--- src/sv/rwtm_pkg.sv ---
// Types and constants shared by the raycast wall texel mapper files.
package rwtm_pkg;

    localparam logic OP_START = 1'b0;
    localparam logic OP_STEP  = 1'b1;

    localparam int TEX_DIM_W   = 11;
    localparam int TEX_COORD_W = 10;
    localparam int CFG_IDX_W   = 3;
    localparam int NUM_TEX_REGS = 8;
    localparam logic [TEX_DIM_W-1:0] TEX_DIM_RESET = 11'd64;

    localparam logic REG_OFS_WIDTH  = 1'b0;
    localparam logic REG_OFS_HEIGHT = 1'b1;

    localparam int DPOS_W = 24;
    localparam int PROD_W = DPOS_W + TEX_DIM_W;
    localparam int DEN_W  = 24;
    localparam int QUO_W  = TEX_COORD_W;

    typedef struct packed {
        logic               op;
        logic               hit_side;
        logic signed [31:0] dir_x;
        logic signed [31:0] dir_y;
        logic signed [31:0] pos_x;
        logic signed [31:0] pos_y;
        logic [30:0]        perp_dist;
        logic [8:0]         span_start;
        logic [9:0]         span_end;
        logic [15:0]        wall_height;
        logic [9:0]         screen_col;
    } in_word_t;

    typedef struct packed {
        logic [9:0]  out_col;
        logic [8:0]  out_row;
        logic [1:0]  texture_sel;
        logic [9:0]  texel_col;
        logic [9:0]  texel_row;
        logic [19:0] texel_index;
        logic        last_pixel;
    } out_word_t;

    typedef struct packed {
        logic             done;
        logic             ovf;
        logic [QUO_W-1:0] quo;
    } div_res_t;

endpackage

--- src/sv/rwtm_div.sv ---
// Restoring radix-2 divider that produces one quotient bit per cycle.
module rwtm_div
(
    input  logic                         clk,
    input  logic                         rst_n,
    input  logic                         start,
    input  logic [rwtm_pkg::PROD_W-1:0]  num,
    input  logic [rwtm_pkg::DEN_W-1:0]   den,
    output rwtm_pkg::div_res_t           res
);

    localparam int HI_W  = rwtm_pkg::PROD_W - rwtm_pkg::QUO_W;
    localparam int P_W   = rwtm_pkg::DEN_W + 1;
    localparam int CNT_W = $clog2(rwtm_pkg::QUO_W);

    logic                       busy_reg;
    logic                       done_reg;
    logic                       ovf_reg;
    logic [CNT_W-1:0]           cnt_reg;
    logic [P_W-1:0]             rem_reg;
    logic [rwtm_pkg::QUO_W-1:0] low_reg;
    logic [rwtm_pkg::DEN_W-1:0] den_reg;

    logic [HI_W-1:0] num_hi;
    logic [P_W-1:0]  trial;
    logic            fits;

    assign num_hi = num[rwtm_pkg::PROD_W-1:rwtm_pkg::QUO_W];
    assign trial  = {rem_reg[P_W-2:0], low_reg[rwtm_pkg::QUO_W-1]};
    assign fits   = trial >= P_W'(den_reg);

    always_ff @(posedge clk or negedge rst_n)
    begin
        if (!rst_n)
        begin
            busy_reg <= 1'b0;
            done_reg <= 1'b0;
            cnt_reg  <= '0;
        end
        else
        begin
            done_reg <= 1'b0;
            if (start)
            begin
                busy_reg <= 1'b1;
                cnt_reg  <= CNT_W'(rwtm_pkg::QUO_W - 1);
                rem_reg  <= P_W'(num_hi);
                low_reg  <= num[rwtm_pkg::QUO_W-1:0];
                den_reg  <= den;
                ovf_reg  <= P_W'(num_hi) >= P_W'(den);
            end
            else if (busy_reg)
            begin
                rem_reg <= fits ? (trial - P_W'(den_reg)) : trial;
                low_reg <= {low_reg[rwtm_pkg::QUO_W-2:0], fits};
                cnt_reg <= cnt_reg - CNT_W'(1);
                if (cnt_reg == '0)
                begin
                    busy_reg <= 1'b0;
                    done_reg <= 1'b1;
                end
            end
        end
    end

    assign res.done = done_reg;
    assign res.ovf  = ovf_reg;
    assign res.quo  = low_reg;

endmodule

--- src/sv/raycast_wall_texel_mapper.sv ---
// Top level of the raycast wall texel mapper.
//
// Input words arrive on in_valid/in_stall/in_word, pixel words leave on
// out_valid/out_stall/out_word; a word moves at an edge where valid is high
// and stall is low. Texture sizes are written on cfg_we/cfg_index/cfg_data;
// the user must write them only while the block is idle; the block does not enforce it.
// A start word (op 0) selects the texture, works out the texture column and
// arms a run over the column's span if the span is not empty; it produces no
// pixel word and holds the input through its steps (multiply, fractional sum,
// scale and mirror). A step word (op 1) with a run armed holds the input
// through the row multiply, the radix-2 divider, which produces one texture
// row bit per cycle (10 bits), and the load of its pixel word into the output
// register. A step word with no run armed is absorbed and produces nothing.
// The output register holds a finished pixel word while the receiver stalls;
// the next word may be accepted and worked on meanwhile, and only the final
// load waits for the register to empty.
// Reset clears the run, empties the output register and sets every texture
// size register to 64.
module raycast_wall_texel_mapper
#(
    parameter int SCREEN_ROWS = 512,
    parameter int FRAC_BITS   = 16
)
(
    input  logic                                 clk,
    input  logic                                 rst_n,
    input  logic                                 in_valid,
    output logic                                 in_stall,
    input  rwtm_pkg::in_word_t                   in_word,
    output logic                                 out_valid,
    input  logic                                 out_stall,
    output rwtm_pkg::out_word_t                  out_word,
    input  logic                                 cfg_we,
    input  logic [rwtm_pkg::CFG_IDX_W-1:0]       cfg_index,
    input  logic [rwtm_pkg::TEX_DIM_W-1:0]       cfg_data
);

    localparam int FW     = 2 * FRAC_BITS;
    localparam int TP_W   = FW + rwtm_pkg::TEX_DIM_W;
    localparam int ROW_W  = $clog2(SCREEN_ROWS + 1);
    localparam int NUM_W  = rwtm_pkg::DPOS_W + 1;
    localparam int ROW_SH = 8;
    localparam int HALF_SH = 7;
    localparam logic [NUM_W-1:0] CENTRE_OFS = NUM_W'(SCREEN_ROWS * 128);
    localparam logic [10:0] ROW_LIMIT = 11'(SCREEN_ROWS);
    localparam int DW = rwtm_pkg::TEX_DIM_W;
    localparam int CW = rwtm_pkg::TEX_COORD_W;

    typedef enum logic [2:0] {
        S_IDLE,
        S_PROD,
        S_FRAC,
        S_TCOL,
        S_MUL,
        S_DIV_GO,
        S_DIV,
        S_EMIT
    } state_t;

    function automatic logic [DW-1:0] eff_dim(input logic [DW-1:0] v);
        logic [DW-1:0] r;
        r = v;
        if (v == '0)
        begin
            r = DW'(1);
        end
        else if (v > DW'(1024))
        begin
            r = DW'(1024);
        end
        return r;
    endfunction

    function automatic logic is_pos(input logic [31:0] v);
        return (v != 32'd0) && !v[31];
    endfunction

    state_t state_reg;
    state_t state_next;

    logic [DW-1:0] tex_dim_reg [rwtm_pkg::NUM_TEX_REGS];

    logic [1:0]       cur_texture_reg;
    logic [CW-1:0]    cur_texel_col_reg;
    logic [ROW_W-1:0] cur_row_reg;
    logic [ROW_W-1:0] end_row_reg;
    logic [15:0]      cur_wh_reg;
    logic [9:0]       cur_col_reg;
    logic             active_reg;

    logic [31:0]          dir_reg;
    logic                 dir_neg_reg;
    logic [30:0]          perp_reg;
    logic [FRAC_BITS-1:0] along_lo_reg;
    logic                 mirror_reg;
    logic [DW-1:0]        w_reg;
    logic [62:0]          prod_reg;
    logic [FW-1:0]        frac_reg;

    logic [DW-1:0]                 hgt_reg;
    logic [DW-1:0]                 wid_reg;
    logic [rwtm_pkg::DPOS_W-1:0]   dpos_reg;
    logic [rwtm_pkg::PROD_W-1:0]   x_reg;
    logic [CW-1:0]                 tr_reg;

    logic                 out_valid_reg;
    logic                 out_valid_next;
    rwtm_pkg::out_word_t  out_word_reg;

    logic          accept;
    logic          side;
    logic [1:0]    sel;
    logic [31:0]   along_sel;
    logic [31:0]   dir_sel;
    logic [10:0]   end_clamp;
    logic [NUM_W-1:0] num;
    logic [63:0]   frac_full;
    logic [TP_W-1:0] tcol_prod;
    logic [CW-1:0] tc_raw;
    logic [DW-1:0] tc_mirror;
    logic [CW-1:0] hgt_m1;
    logic [20:0]   idx_full;
    logic [ROW_W:0] row_inc;
    logic          last;
    logic          out_free;
    rwtm_pkg::div_res_t div_res;

    assign accept   = in_valid && !in_stall;
    assign in_stall = state_reg != S_IDLE;
    assign out_free = !out_valid_reg || !out_stall;
    assign out_valid_next = ((state_reg == S_EMIT) && out_free) || (out_valid_reg && out_stall);

    assign side      = in_word.hit_side;
    assign sel       = side ? (is_pos(in_word.dir_y) ? 2'd0 : 2'd1)
                            : (is_pos(in_word.dir_x) ? 2'd2 : 2'd3);
    assign along_sel = side ? in_word.pos_x : in_word.pos_y;
    assign dir_sel   = side ? in_word.dir_x : in_word.dir_y;
    assign end_clamp = ({1'b0, in_word.span_end} > ROW_LIMIT) ? ROW_LIMIT
                                                              : {1'b0, in_word.span_end};

    assign num = (NUM_W'(cur_row_reg) << ROW_SH) + (NUM_W'(cur_wh_reg) << HALF_SH);

    assign frac_full = (64'(along_lo_reg) << FRAC_BITS) + 64'(prod_reg)
                     - (dir_neg_reg ? {1'b0, perp_reg, 32'd0} : 64'd0);

    assign tcol_prod = TP_W'(frac_reg) * TP_W'(w_reg);
    assign tc_raw    = tcol_prod[FW+CW-1:FW];
    assign tc_mirror = w_reg - DW'(1) - DW'(tc_raw);

    assign hgt_m1   = CW'(hgt_reg - DW'(1));
    assign idx_full = 21'(tr_reg) * 21'(wid_reg) + 21'(cur_texel_col_reg);
    assign row_inc  = (ROW_W + 1)'(cur_row_reg) + (ROW_W + 1)'(1);
    assign last     = row_inc >= (ROW_W + 1)'(end_row_reg);

    rwtm_div u_div
    (
        .clk   (clk),
        .rst_n (rst_n),
        .start (state_reg == S_DIV_GO),
        .num   (x_reg),
        .den   ({cur_wh_reg, 8'd0}),
        .res   (div_res)
    );

    always_comb
    begin
        state_next = state_reg;
        unique case (state_reg)
            S_IDLE:
            begin
                if (accept)
                begin
                    if (in_word.op == rwtm_pkg::OP_START)
                    begin
                        state_next = S_PROD;
                    end
                    else if (active_reg)
                    begin
                        state_next = S_MUL;
                    end
                end
            end
            S_PROD:   state_next = S_FRAC;
            S_FRAC:   state_next = S_TCOL;
            S_TCOL:   state_next = S_IDLE;
            S_MUL:    state_next = S_DIV_GO;
            S_DIV_GO: state_next = S_DIV;
            S_DIV:
            begin
                if (div_res.done)
                begin
                    state_next = S_EMIT;
                end
            end
            S_EMIT:
            begin
                if (out_free)
                begin
                    state_next = S_IDLE;
                end
            end
            default:  state_next = S_IDLE;
        endcase
    end

    always_ff @(posedge clk or negedge rst_n)
    begin
        if (!rst_n)
        begin
            state_reg         <= S_IDLE;
            out_valid_reg     <= 1'b0;
            active_reg        <= 1'b0;
            cur_texture_reg   <= '0;
            cur_texel_col_reg <= '0;
            cur_row_reg       <= '0;
            end_row_reg       <= '0;
            cur_wh_reg        <= 16'd1;
            cur_col_reg       <= '0;
            for (int i = 0; i < rwtm_pkg::NUM_TEX_REGS; i++)
            begin
                tex_dim_reg[i] <= rwtm_pkg::TEX_DIM_RESET;
            end
        end
        else
        begin
            state_reg     <= state_next;
            out_valid_reg <= out_valid_next;

            if (cfg_we)
            begin
                tex_dim_reg[cfg_index] <= cfg_data;
            end

            unique case (state_reg)
                S_IDLE:
                begin
                    if (accept && (in_word.op == rwtm_pkg::OP_START))
                    begin
                        dir_reg         <= dir_sel;
                        dir_neg_reg     <= dir_sel[31];
                        perp_reg        <= in_word.perp_dist;
                        along_lo_reg    <= along_sel[FRAC_BITS-1:0];
                        mirror_reg      <= side ? in_word.dir_y[31] : is_pos(in_word.dir_x);
                        w_reg           <= eff_dim(tex_dim_reg[{sel, rwtm_pkg::REG_OFS_WIDTH}]);
                        cur_texture_reg <= sel;
                        cur_row_reg     <= ROW_W'(in_word.span_start);
                        end_row_reg     <= ROW_W'(end_clamp);
                        cur_wh_reg      <= (in_word.wall_height == 16'd0) ? 16'd1
                                                                          : in_word.wall_height;
                        cur_col_reg     <= in_word.screen_col;
                        active_reg      <= 11'(in_word.span_start) < end_clamp;
                    end
                    else if (accept && active_reg)
                    begin
                        hgt_reg  <= eff_dim(tex_dim_reg[{cur_texture_reg,
                                                         rwtm_pkg::REG_OFS_HEIGHT}]);
                        wid_reg  <= eff_dim(tex_dim_reg[{cur_texture_reg,
                                                         rwtm_pkg::REG_OFS_WIDTH}]);
                        dpos_reg <= (num > CENTRE_OFS) ? rwtm_pkg::DPOS_W'(num - CENTRE_OFS)
                                                       : '0;
                    end
                end
                S_PROD:
                begin
                    prod_reg <= 63'(perp_reg) * 63'(dir_reg);
                end
                S_FRAC:
                begin
                    frac_reg <= frac_full[FW-1:0];
                end
                S_TCOL:
                begin
                    cur_texel_col_reg <= mirror_reg ? tc_mirror[CW-1:0] : tc_raw;
                end
                S_MUL:
                begin
                    x_reg <= rwtm_pkg::PROD_W'(dpos_reg) * rwtm_pkg::PROD_W'(hgt_reg);
                end
                S_DIV_GO:
                begin
                end
                S_DIV:
                begin
                    if (div_res.done)
                    begin
                        tr_reg <= (div_res.ovf || (div_res.quo > hgt_m1)) ? hgt_m1
                                                                          : div_res.quo;
                    end
                end
                S_EMIT:
                begin
                    if (out_free)
                    begin
                        out_word_reg.out_col     <= cur_col_reg;
                        out_word_reg.out_row     <= 9'(cur_row_reg);
                        out_word_reg.texture_sel <= cur_texture_reg;
                        out_word_reg.texel_col   <= cur_texel_col_reg;
                        out_word_reg.texel_row   <= tr_reg;
                        out_word_reg.texel_index <= idx_full[19:0];
                        out_word_reg.last_pixel  <= last;
                        cur_row_reg              <= ROW_W'(row_inc);
                        if (last)
                        begin
                            active_reg <= 1'b0;
                        end
                    end
                end
                default:
                begin
                end
            endcase
        end
    end

    assign out_valid = out_valid_reg;
    assign out_word  = out_word_reg;

endmodule

--- config.mk ---
export PLATFORM = sky130hd
export DESIGN_NAME = raycast_wall_texel_mapper
export DESIGN_NICKNAME = d
export VERILOG_FILES = /design/src/sv/rwtm_pkg.sv /design/src/sv/rwtm_div.sv /design/src/sv/raycast_wall_texel_mapper.sv
export SDC_FILE = /design/constraint.sdc
export NUM_CORES = 2
export LEC_CHECK = 0
export ABC_AREA = 1
export BUFFER_PORTS_ARGS = -buffer_cell sky130_fd_sc_hd__buf_2
export CAP_MARGIN = 5
export CORE_MARGIN = 5
export CORE_UTILIZATION = 35
export CTS_BUF_LIST = sky130_fd_sc_hd__clkbuf_8
export CTS_CLUSTER_SIZE = 28
export DETAILED_ROUTE_END_ITERATION = 7
export PLACE_DENSITY = 0.5
export SLEW_MARGIN = 30
export SYNTH_ARGS = -nofsm -noshare
export SYNTH_HDL_FRONTEND = slang
export SYNTH_HIERARCHICAL = 1
export SYNTH_SLANG_ARGS = --single-unit
--- constraint.sdc ---
create_clock -name clk -period 6.6 [get_ports clk]
set_input_delay 0.66 -clock clk [delete_from_list [all_inputs] [get_ports clk]]
set_output_delay 0.66 -clock clk [all_outputs]
set_load 0.01 [all_outputs]
Word level (Yosys, flattened, before mapping)
Cells that the tools add are included.
{"block": "totals", "regBits": 516, "in_bits": 225, "output_inout_bits": 64, "wordCells": 189}
{"block": "op_classes", "n_addsub": 11, "n_mul": 4, "magnitude_cmp": 15, "eq_ne": 13, "muxes": 51, "bitwise_logic": 6, "n_reduce_logical": 43}
{"operator": "$mux W11", "n": 10}
{"operator": "$bmux W11 S3", "n": 3}
{"operator": "$bwmux W88", "n": 1}
{"operator": "$mux W24", "n": 3}
{"operator": "$mux W10", "n": 7}
{"operator": "$reduce_bool A32 Y1", "n": 2}
{"operator": "$ge A25 B24 Y1", "n": 2}
{"operator": "$mul A32 B11 Y42", "n": 1}
{"operator": "$mul A24 B11 Y35", "n": 1}
{"operator": "$demux W11 S3", "n": 1}
{"operator": "$gt A11 B11 Y1 const B", "n": 3}
{"operator": "$logic_not A11 Y1", "n": 3}
{"operator": "$add A32 B32 Y32", "n": 1}
{"operator": "$mul A31 B32 Y32", "n": 1}
{"operator": "$mux W16", "n": 2}
{"operator": "$mux W32", "n": 1}
{"operator": "$sub A32 B32 Y32 const B", "n": 1}
{"operator": "$add A18 B23 Y24", "n": 1}
{"operator": "$gt A24 B17 Y1 const B", "n": 1}
{"operator": "$pmux W3 S8", "n": 1}
{"operator": "$sub A24 B17 Y24 const B", "n": 1}
{"operator": "$sub A24 B24 Y24", "n": 1}
{"operator": "$add A20 B10 Y20", "n": 1}
{"operator": "$mul A10 B11 Y20", "n": 1}
{"operator": "other kinds (36)", "n": 93}

Longest topological paths before layout
{"block": "logic_depth", "depth_word": 10, "depth_mapped": 40, "ltp_nobuf": 38}

Cells and area by module
The synthesis kept the hierarchy.
{"mod": "raycast_wall_texel_mapper", "instances": 1, "cells_each": 6643, "area_per_inst_um2": 56314.0, "seq_area_each_um2": 12618.4}
{"mod": "rwtm_div", "instances": 1, "cells_each": 777, "area_per_inst_um2": 5421.4, "seq_area_each_um2": 1921.8}

Worst setup path before layout
Ideal clock, no wire load.
{"block": "synth_path", "path_type": "flip-flop to flip-flop", "startpoint": "register perp_reg[4]", "endpoint": "register prod_reg[28] (data pin)", "setup_time_ns": 0.265, "arrival_ns": 6.458, "t_required_ns": 6.335, "setup_slack_ns": -0.123, "path_stages_with_launch": 26, "path_buffers": 2, "period_less_slack_ns": 6.723, "cell_sequence": "edfxtp_1 clkbuf_1 clkbuf_1 nand2_1 fa_1 inv_1 fa_1 inv_1 fa_1 fa_1 fa_1 inv_1 fa_1 fa_1 inv_1 fa_1 inv_1 ha_1 a21oi_1 o21ai_0 a21oi_1 nand2_1 a21o_1 a21oi_1 o21ai_0 xor2_1"}
{"block": "synth_via", "elab_chain_len": 1}
{"item": "start: declaration", "line_no": "raycast_wall_texel_mapper.sv:93", "rtl": "logic [30:0] perp_reg;"}
{"item": "start signal: assignment", "line_no": "raycast_wall_texel_mapper.sv:241", "rtl": "perp_reg <= in_word.perp_dist;"}
{"item": "$mul A31 B32 Y32", "line_no": "raycast_wall_texel_mapper.sv:265", "rtl": "prod_reg <= 63'(perp_reg) * 63'(dir_reg);"}
{"item": "end signal: assignment", "line_no": "raycast_wall_texel_mapper.sv:265"}
{"item": "end: declaration", "line_no": "raycast_wall_texel_mapper.sv:97", "rtl": "logic [62:0] prod_reg;"}
No other way between the ends.
A chain may end at the register's enable or synchronous reset.

Worst setup path in the final report
{"block": "layout_path", "startpoint": "register dir_reg[20]", "endpoint": "register prod_reg[31] (data pin)"}
{"block": "layout_via", "elab_chain_len": 1}
{"item": "start: declaration", "line_no": "raycast_wall_texel_mapper.sv:91", "rtl": "logic [31:0] dir_reg;"}
{"item": "start signal: assignment", "line_no": "raycast_wall_texel_mapper.sv:239", "rtl": "dir_reg <= dir_sel;"}
{"item": "$mul A31 B32 Y32", "line_no": "raycast_wall_texel_mapper.sv:265"}
No other way between the ends.

==> flow_metrics.env <==
export IMPL_outcome="finished, violations left"
export IMPL_violations="setup timing"
export IMPL_yosys_cell_count_top_type="sky130_fd_sc_hd__nand2_1"
export IMPL_synth_cell_area_sq_mm=0.0617
export IMPL_end_kind="flop"
export IMPL_layout_worst_path_cycle_share=1.01
export IMPL_cts_max_level=3
export IMPL_postLayoutSetupSlackWorst_ps=-37.6
export IMPL_crit_path_cell_trace="buf_4, nand2_1, inv_1, fa_1, inv_1, fa_1, fa_1, fa_1, fa_1, fa_2, fa_1, fa_2, xnor2_2, xor2_1, xnor2_1, xnor2_1, buf_4, xor2_2, buf_4, xnor3_1"
export IMPL_synth_edff_count=353
export IMPL_worstHoldPathCells=3
export IMPL_clockRootBuffer="sky130_fd_sc_hd__clkbuf_8"
export IMPL_cp_data_required_time_ps=7130
export IMPL_largest_net_degree_at_the_start_of_global_routing=69
export IMPL_timing_rr_end="prod_reg[31]"
export IMPL_cts_inserted_buffers=99
export IMPL_synthCells=7420
export IMPL_hold_path_startpoint="in_word[37]"
export IMPL_synth_seq_cells=510
export IMPL_critPathSlowestCell="sky130_fd_sc_hd__fa_1"
export IMPL_postSynth_asyncResetShare=0.308
export IMPL_placementRows=154
export IMPL_max_freq_mhz=151
export IMPL_fp_dieArea_sq_mm=0.185
export IMPL_cts_max_path_buffers=3
export IMPL_drcViolationCount=0
export IMPL_fin_area_sq_mm=0.0734
export IMPL_die_height_um=430
export IMPL_placed_area_sq_mm=0.0681
export IMPL_routedWlPerCell_um=16.8
export IMPL_detailedPlacementHpwl_um=141000
export IMPL_final_nets=9588
export IMPL_timing_worst_setup_path_type="flop to flop"
export IMPL_x_dimension_of_the_die_um=430
export IMPL_timing_critical_path_buf_inv=5
export IMPL_wire_length_of_the_first_global_routing_pass_um=279000
export IMPL_final_layout_size_suffix_gt1_frac=0.160
export IMPL_floorplan_core_area_sq_mm=0.176
export IMPL_vias_in_the_first_global_route=50700
export IMPL_timing_reg2reg_setup_slack_ps=-40
export IMPL_setup_violations=1
export IMPL_start_util=0.351
export IMPL_post_drt_via_cell_ratio=4.65
export IMPL_drt_pre_antenna_iters=5
export IMPL_io_buffers=256
export IMPL_cts_reportedPaths_clkPinSlew_ps=60
export IMPL_globalRouteTotalUtil=0.189
export IMPL_tritoncts_clock_tree="done"
export IMPL_cts_num_sinks=510
export IMPL_area_delta_synth_final_pct=18.8
export IMPL_final_setup_skew_ps=69.7
export IMPL_vias=48600
export IMPL_preCtsSetupSlack_ps=-342
export IMPL_grt_overflow_total=0
export IMPL_synth_seq_area_share=0.236
export IMPL_crit_arrival_ps=7170
export IMPL_timing_rr_start="dir_reg[20]"
export IMPL_synth_cell_types=72
export IMPL_antenna_found_initial=8
export IMPL_drt_iter0_drc=2919
export IMPL_max_slew_margin_rel=0.277
export IMPL_timing_reg2reg_worst_path_depth=20
export IMPL_synth_warning_count=6
export IMPL_synthesis_area_per_instance_sq_um=8.32
export IMPL_finalCriticalPeriod_ps=6640
export IMPL_crit_path_frequent_cell="sky130_fd_sc_hd__fa_1"
export IMPL_worstHoldEndpoint="cur_row_reg[1]"
export IMPL_cpLargestDelayFamily="adder cells"
export IMPL_ys_top_cells_by_area="sky130_fd_sc_hd__fa_1 29%, sky130_fd_sc_hd__edfxtp_1 17%, sky130_fd_sc_hd__nand2_1 13%"
export IMPL_critPathMaxFanout=6
export IMPL_largest_register_ffs=88
export IMPL_critPathLaunchType="flop"
export IMPL_timing_hold_violations_final=0
export IMPL_worstSkewPairLatency_ps=850
export IMPL_antenna_left=0
export IMPL_gpl_final_weighted_congestion=0.855
export IMPL_worstMarginPinSlew_ps=1070
export IMPL_synth_largest_area_cell="sky130_fd_sc_hd__fa_1"
export IMPL_timing_critical_path_slowest_cell_delay_ps=590
export IMPL_pin_count=289
export IMPL_detail_route_wirelength_um=176000
export IMPL_synth_top_area_frac=0.290
export IMPL_maxCapViolCount=0
export IMPL_rsz_0062_raised_after_global_routing="yes"
export IMPL_synth_ff_type="sky130_fd_sc_hd__edfxtp_1"
export IMPL_hold_path_class="input port to flop"
export IMPL_timing_final_max_slew_violations=0
export IMPL_synth_common_cells="2,193 x sky130_fd_sc_hd__nand2_1, 1,742 x sky130_fd_sc_hd__inv_1, 893 x sky130_fd_sc_hd__fa_1"
export IMPL_fillers=17800
==> metrics by stage <==
stage / TNS (ps) / utilization / hold WS, ps / instances
2_1_floorplan: 0 / - / 364 / 7442
4_1_cts: -107 / 0.408 / 9.67 / 10400
3_3_place_gp: -3120 / 0.388 / 401 / 10100
3_5_place_dp: -3570 / 0.388 / 406 / 10100
5_1_grt: -1790 / 0.417 / 38.1 / 10500
6_report: -37.6 / 0.417 / 105 / 10500
==> layout by cell type, fill, tap and decap left out, types with 33 or more instances in the layout <==
master and count:
sky130_fd_sc_hd__xor2_1 104, sky130_fd_sc_hd__a21oi_2 47, sky130_fd_sc_hd__ha_4 37, sky130_fd_sc_hd__buf_4 403, sky130_fd_sc_hd__o21ai_1 33, sky130_fd_sc_hd__a21oi_1 181
sky130_fd_sc_hd__fa_2 48, sky130_fd_sc_hd__fa_1 845, sky130_fd_sc_hd__nand2_1 2139, sky130_fd_sc_hd__dlygate4sd3_1 59, sky130_fd_sc_hd__dfrtp_1 148, sky130_fd_sc_hd__clkbuf_8 104
sky130_fd_sc_hd__ha_1 387, sky130_fd_sc_hd__edfxtp_1 353, sky130_fd_sc_hd__o21ai_0 191, sky130_fd_sc_hd__buf_6 47, sky130_fd_sc_hd__nand3_1 102, sky130_fd_sc_hd__nor2_2 38
sky130_fd_sc_hd__inv_2 54, sky130_fd_sc_hd__buf_12 35, sky130_fd_sc_hd__xnor2_1 81, sky130_fd_sc_hd__inv_1 1715, sky130_fd_sc_hd__nor2_1 220, sky130_fd_sc_hd__buf_2 255
sky130_fd_sc_hd__nand4_1 72, sky130_fd_sc_hd__nand2_2 58
==> worst max-delay path by stage <==
stage                                 endpoint         from  slack [ps]  cells after the start
after floorplan                   prod_reg[31]  perp_reg[7]          20                     24
after global placement    cur_texel_col_reg[8]     w_reg[7]        -310                     36
after detailed placement  cur_texel_col_reg[8]    w_reg[10]        -340                     32
after CTS                         prod_reg[31]  dir_reg[20]        -100                     20
after global routing              prod_reg[31]   dir_reg[7]        -210                     25
final                             prod_reg[31]  dir_reg[20]         -40                     20
==> routing by layer <==
| layer | global-route usage | part of all wire | vias to the layer above |
|---|---|---|---|
| met5 | 0 | 0 | - |
| met4 | 0.0490 | 0.027 | 0 |
| met3 | 0.0232 | 0.039 | 216 |
| met2 | 0.332 | 0.50 | 926 |
| met1 | 0.246 | 0.43 | 24100 |
| li1 | - | - | 23400 |
==> worst reg2reg max path: stages, from the launching register on <==
cell	delay [ps]
sky130_fd_sc_hd__edfxtp_1	530
sky130_fd_sc_hd__buf_4	210
sky130_fd_sc_hd__nand2_1	60
sky130_fd_sc_hd__inv_1	50
sky130_fd_sc_hd__fa_1	530
sky130_fd_sc_hd__inv_1	50
sky130_fd_sc_hd__fa_1	510
sky130_fd_sc_hd__fa_1	590
sky130_fd_sc_hd__fa_1	480
sky130_fd_sc_hd__fa_1	520
sky130_fd_sc_hd__fa_2	590
sky130_fd_sc_hd__fa_1	440
sky130_fd_sc_hd__fa_2	370
sky130_fd_sc_hd__xnor2_2	140
sky130_fd_sc_hd__xor2_1	160
sky130_fd_sc_hd__xnor2_1	220
sky130_fd_sc_hd__xnor2_1	140
sky130_fd_sc_hd__buf_4	160
sky130_fd_sc_hd__xor2_2	180
sky130_fd_sc_hd__buf_4	150
sky130_fd_sc_hd__xnor3_1	310
==> logic make-up after synthesis <==
| logic type | share of synthesized area |
|---|---|
| AO/OA/AOI/OAI | 0.0521 |
| XOR/XNOR | 0.0281 |
| adder cells (fa/ha/maj) | 0.376 |
| buffers and inverters | 0.128 |
| flip-flops | 0.236 |
| other | 0.0000607 |
| AND/OR/NAND/NOR | 0.180 |
==> final cells by class <==
class                      instances  area [sq um]  share of cell area
inverter                        1755          6600              0.0899
timing repair buffer             812          6410              0.0874
clock inverter                    81           781              0.0106
sequential                       510         14500               0.198
multi-input combinational       4864         40700               0.554
clock buffer                     104          1430              0.0195
tap                             2340          2930              0.0399
antenna                            4          10.0            0.000136
==> what timing repair did <==
item	in CTS	in global routing
gates cloned	1	8
endpoints found under the hold margin	83	0
endpoints found under the setup margin	19	21
hold buffers	59	0
pin swaps	69	208
resized for setup	107	277
buffers inserted	39	51
Power is left out: the tool's default activity adds up to more than one toggle a clock period on the data nets, which glitch-free logic cannot reach.
